==> src/rtl/ptp_div.sv <==
// Pipelined restoring divider: two numerators over one divisor, one quotient bit per stage.
module ptp_div #(
  parameter int DW = 18,
  parameter int QW = 17,
  parameter int SW = 1
) (
  input  logic               clk,
  input  logic               rst_n,
  input  logic               en,
  input  logic               in_vld,
  input  logic [DW+QW-1:0]   num1,
  input  logic [DW+QW-1:0]   num2,
  input  logic [DW-1:0]      den,
  input  logic [SW-1:0]      side_in,
  output logic               out_vld,
  output logic [QW-1:0]      quo1,
  output logic [QW-1:0]      quo2,
  output logic [SW-1:0]      side_out
);

  logic [QW-1:0] vld_r;
  logic [DW-1:0] r1_r   [QW];
  logic [DW-1:0] r2_r   [QW];
  logic [QW-1:0] lo1_r  [QW];
  logic [QW-1:0] lo2_r  [QW];
  logic [QW-1:0] q1_r   [QW];
  logic [QW-1:0] q2_r   [QW];
  logic [DW-1:0] den_r  [QW];
  logic [SW-1:0] side_r [QW];

  always_ff @(posedge clk) begin
    if (!rst_n) begin
      vld_r <= '0;
    end else if (en) begin
      vld_r <= {vld_r[QW-2:0], in_vld};
    end
  end

  for (genvar k = 0; k < QW; k++) begin : g_stage
    logic [DW-1:0] r1_p, r2_p, den_p;
    logic [QW-1:0] lo1_p, lo2_p, q1_p, q2_p;
    logic [SW-1:0] side_p;
    logic [DW:0]   t1, t2;
    logic          ge1, ge2;

    if (k == 0) begin : g_first
      assign r1_p   = num1[DW+QW-1:QW];
      assign r2_p   = num2[DW+QW-1:QW];
      assign lo1_p  = num1[QW-1:0];
      assign lo2_p  = num2[QW-1:0];
      assign q1_p   = '0;
      assign q2_p   = '0;
      assign den_p  = den;
      assign side_p = side_in;
    end else begin : g_next
      assign r1_p   = r1_r[k-1];
      assign r2_p   = r2_r[k-1];
      assign lo1_p  = lo1_r[k-1];
      assign lo2_p  = lo2_r[k-1];
      assign q1_p   = q1_r[k-1];
      assign q2_p   = q2_r[k-1];
      assign den_p  = den_r[k-1];
      assign side_p = side_r[k-1];
    end

    always_comb begin
      t1  = {r1_p, lo1_p[QW-1]};
      t2  = {r2_p, lo2_p[QW-1]};
      ge1 = t1 >= {1'b0, den_p};
      ge2 = t2 >= {1'b0, den_p};
    end

    always_ff @(posedge clk) begin
      if (en) begin
        r1_r[k]   <= ge1 ? DW'(t1 - {1'b0, den_p}) : t1[DW-1:0];
        r2_r[k]   <= ge2 ? DW'(t2 - {1'b0, den_p}) : t2[DW-1:0];
        q1_r[k]   <= {q1_p[QW-2:0], ge1};
        q2_r[k]   <= {q2_p[QW-2:0], ge2};
        lo1_r[k]  <= lo1_p << 1;
        lo2_r[k]  <= lo2_p << 1;
        den_r[k]  <= den_p;
        side_r[k] <= side_p;
      end
    end
  end

  assign out_vld  = vld_r[QW-1];
  assign quo1     = q1_r[QW-1];
  assign quo2     = q2_r[QW-1];
  assign side_out = side_r[QW-1];

endmodule

==> config.mk <==
export PLATFORM = sky130hd
export DESIGN_NAME = ptp_div
export DESIGN_NICKNAME = d
export VERILOG_FILES = /design/src/rtl/ptp_div.sv
export SDC_FILE = /design/constraint.sdc
export NUM_CORES = 2
export LEC_CHECK = 0
export BUFFER_PORTS_ARGS = -buffer_cell sky130_fd_sc_hd__buf_2
export CORE_MARGIN = 2
export CORE_UTILIZATION = 56
export DETAILED_ROUTE_END_ITERATION = 8
export GPL_TIMING_DRIVEN = 0
export HOLD_SLACK_MARGIN = 0.03
export PLACE_DENSITY = 0.72
export SYNTH_ARGS = -nofsm -noshare
export SYNTH_HDL_FRONTEND = slang
export SYNTH_SLANG_ARGS = --single-unit
==> constraint.sdc <==
create_clock -name clk -period 5.9 [get_ports clk]
set_input_delay 0.885 -clock clk [delete_from_list [all_inputs] [get_ports clk]]
set_output_delay 0.885 -clock clk [all_outputs]
set_load 0.01 [all_outputs]
# After elaboration in Yosys (flattened, before gate mapping)
# Memory sizes are Yosys's and may differ from the RTL's.
# Cells that the tools add are included.
dict set report word_totals {
  latchBits 0
  ram_bits 2057
  word_cells 113
  reg_bits 17
  n_memories 8
  out_inout_bits 36
  romBits 0
}
# name depth width read_ports rd_ports_with_merged_regs wr line_no
set memory_table {}
lappend memory_table {den_r 17 18 16 0 17 28} ;# logic [DW-1:0] den_r [QW];
lappend memory_table {r1_r 17 18 16 0 17 22} ;# logic [DW-1:0] r1_r [QW];
lappend memory_table {r2_r 17 18 16 0 17 23} ;# logic [DW-1:0] r2_r [QW];
lappend memory_table {q1_r 17 17 17 0 17 26} ;# logic [QW-1:0] q1_r [QW];
lappend memory_table {q2_r 17 17 17 0 17 27} ;# logic [QW-1:0] q2_r [QW];
lappend memory_table {lo1_r 17 16 16 0 17 24} ;# logic [QW-1:0] lo1_r [QW];
lappend memory_table {{2 more memories} -- -- -- -- -- --}
dict set report classes {
  n_addsub 34
  order_cmp 34
  n_eq_ne 0
  div_mod_pow 0
  n_shift 0
  n_mux 36
  reduce_logical 0
  bitwise 0
  mul 0
}
# op n
set op_table {}
lappend op_table {{>= comparator 19 x 18 -> 1 bit} 34}
lappend op_table {{2-to-1 mux 18 bit} 34}
lappend op_table {{subtractor 18 bit} 34}
lappend op_table {{2-to-1 mux 1 bit} 2}

# Longest topological paths before layout
# An unclocked memory read counts as a cell.
dict set report depth {
  depth_word 3
  depth_mapped 13
  ltp_nobuf 13
}

# Worst setup path before layout
# No wires, ideal clock.
dict set report synth_timing {
  path_type {input to register}
  startpoint {input num1[16]}
  endpoint {memory r1_r[0][16] (data pin)}
  path_slack_ns 2.400
  setup_time_ns 0.260
  t_arrival_ns 3.240
  path_stages 13
  path_buffers 0
  cell_sequence {inv_1 ha_1 inv_1 fa_1 a21o_1 a21oi_1 o21ai_0 a21o_1 a31o_2 a221o_1 a21oi_1 xnor2_1 mux2_2}
}
# item line_no
set synth_lines {}
lappend synth_lines {{start, declared} 11} ;# input logic [DW+QW-1:0] num1,
lappend synth_lines {{end, declared} 22}

==> results.cfg <==
[global_routing]
antenna_found_initial = 1
grt.total_usage_pct = 24.3
overflow = 0
grt_pass1_vias = 48094
grt_pass1_wl_mm = 268
grt_max_degree = 195

[pwr]
combPwrFrac_pct = 43.8
p_per_area_nw_per_um2 = 549
swShare_pct = 36.3
p_leak_nw = 34.1
switchingPower_w = 0.0173
pwr-share-seq_pct = 35.9
p_int_w = 0.0304
ir_worst_vdd_mv = 0.315
p_clk_share_pct = 20.3

[yosys]
synth_area_leaders = edfxtp_1 (56%), ha_1 (9.7%), mux2_2 (5.4%)
yosysUniqueCellTypes = 93
ys.flop_type = edfxtp_1
ys_seq_elements = 1476
synth_enable_flop_cells = 1459
yosys_warnings = 0
postSynthCellCount = 6217
synth_top_cell_by_area = edfxtp_1
syn-num-nets = 6954
seq_area_frac_synth_pct = 56.1
syn-mean-instance-area_sq_um = 12.7
synth.top_cell.area_share_pct = 55.7
async_flop_share_pct = 0
synth_area_sq_um = 78700

[cells_and_area]
layout_common_cells = edfxtp_1 (1459), ha_1 (612), a21oi_1 (487), inv_1 (451), mux2_2 (376)
seq_area_sq_um = 44200
layout-drive-gt1-share_pct = 13.1
layout_commonest_cell = edfxtp_1
n_antenna_cell = 0
fillerInstances = 10826
multiInputGateArea_sq_um = 32400
area_growth_pct = 10.6
fin_nets = 7247
design_area_sq_um = 87100

[die]
ios = 129
fp.dieW_microns = 379
coreArea_sq_um = 140000
die-area_sq_um = 144000
floorplan.initialDensity_pct = 56.4
die_y_microns = 379
row_count = 137

[worst_setup_path]
critical_path_cell_count = 9
slowest_stage = buf_16
slowest_delay_ns = 0.61
reg2reg_to = r2_r[0][34]
crit_family = buffers and inverters
cp_num_buf_inv = 7
r2r_start = den_r[0][1]
cp_max_fo = 180
cp_cell_sequence = buf_12 -> buf_16 -> buf_16 -> buf_16 -> buf_16 -> clkbuf_1 -> clkbuf_1 -> mux2i_1 -> nor2b_1
cp.arrival_ns = 5.41
reg2reg_slack_ns = 1.76
crit_type = primary input to flop
critPathMostFrequentCell = buf_16
rr_worst_depth = 12
cp.required_ns = 6.57
end_kind = flop
startpoint_type = primary input

[route]
drt-pass1-iter-count = 6
routed_wl_mm = 174
drc_errors = 0
viasPerCell = 5.79
drt_iter0_markers = 3857
wire_per_inst_microns = 20.5
drt.antenna.violating_nets = 0
vias = 49241

[status]
status = completed

[clock_network]
cts_tree = built
cts_made_buffers = 155
path_clk_slew_ns = 0.06
cts_resized = 0
cts-root-buf = clkbuf_16
cts_setup_buffers = 0
clk_path_buf_depth = 3
clkLatencyLatePin_ns = 0.80
h-tree-depth = 4
cts_sinks = 1476
postCtsHoldBufs = 0

[place]
port_buffers = 128
hpwl_mm = 132
place_congestion = 0.944
place_area_sq_um = 81900

[min_path]
hold_class = primary input to flop
worstHoldStart = num2[3]
min_path_cells = 1
min_to = lo2_r[0][3]

[timing]
rsz0062_at_grt = no
hold_violations = 0
final.period_utilization_pct = 80.3
post-route-min-period_ns = 4.74
finClkSkew_ns = 0.0473
max-slew-margin-rel_pct = 11.5
setup_tns_ns = 0
worstMarginPinSlew_ns = 1.32
setup_viol = 0
maxSlewViolCount = 0
fmax_mhz = 211

[flow_run]
max_cap_viol_count = 0
## registers in the layout, indices dropped and copies added (netlist names)
signal and flops:
lo1_r 136, lo2_r 136, q2_r 153, r2_r 288
side_r 17, r1_r 288, den_r 288, vld_r 17
q1_r 153
## logic make-up after synthesis
| family | Yosys count | synth area share (%) |
|---|---|---|
| flip-flops | 1476 | 56.1 |
| XOR/XNOR | 472 | 5.25 |
| AO/OA/AOI/OAI | 1452 | 11.7 |
| buffers and inverters | 544 | 2.77 |
| AND/OR/NAND/NOR | 1187 | 7.32 |
| adder cells (fa/ha/maj) | 644 | 10.5 |
| multiplexers | 442 | 6.32 |
## how the worst max path moves through the flow
stage | startpoint | to | slack [ns]
floorplan | num1[16] | r1_r[0][16] | 2.40
global placement | en | vld_r[0] | -18.89
detailed placement | en | vld_r[1] | 0.31
CTS | en | vld_r[1] | 1.14
global route | en | vld_r[9] | 0.74
finish | en | vld_r[1] | 1.16
## layer usage
metal  routed length, microns  vias to the layer above  part of all wire (%)  GRT usage (%)
met5                        0                        -                     0              0
met4                     6660                        0                   3.8           9.46
met3                     8210                      314                   4.7           3.42
met2                    84400                     1299                    48           40.7
met1                    74900                    23691                    43           31.9
li1                         -                    23937                     -              -
## per-stage QoR
stage	total power (W)	util, %	instances	hold slack, ns	setup WS, ns
finish	0.0478	62.4	8507	0.265	1.16
global route	0.0507	62.4	8507	0.219	0.740
CTS	0.0479	62.4	8507	0.206	1.14
detailed placement	0.0379	58.7	8229	0.405	0.305
global placement	0.0380	58.6	8221	0.400	-18.89
floorplan	0.0321	-	6217	0.400	2.40
## cells in the mapped netlist, types with 15 or more instances
cell,n
nor3_1,106
buf_2,27
a31oi_1,26
dfxtp_1,17
a21oi_1,487
and2_1,15
a211o_1,20
o21a_1,77
o21ai_1,16
a31o_2,21
mux2i_1,49
mux2_2,376
fa_1,32
mux2_4,16
xnor2_1,312
o21bai_1,70
inv_1,451
and3_1,25
clkbuf_1,50
or2_2,22
or3_1,19
a211oi_1,49
edfxtp_1,1459
o31ai_1,36
nand3_1,77
nor2b_1,84
o41ai_1,15
nand2_1,314
nand4_1,74
a2111oi_0,19
ha_1,612
nor2_1,311
o21ai_0,304
o211ai_1,28
xor2_1,160
nor4_1,16
a21o_1,175
nand2b_1,65
## power groups by stage
stage	Combinational [W]	Clock [W]	Sequential (W)
final	0.0209	0.00970	0.0171
after global routing	0.0230	0.0104	0.0173
after CTS	0.0208	0.00998	0.0171
after detailed placement	0.0206	0	0.0173
after global placement	0.0202	0	0.0178
after floorplan	0.0157	0	0.0164
## final cells by class
class	instances	area share [%]
flip-flops and latches	1476	50.7
clock buffers	188	4.60
repair buffers	136	1.01
well taps	1876	2.70
multi-input cells	4197	37.2
plain buffers	92	0.553
clock inverters	90	1.30
inverters	452	1.95
(Power assumes the default switching activity.)
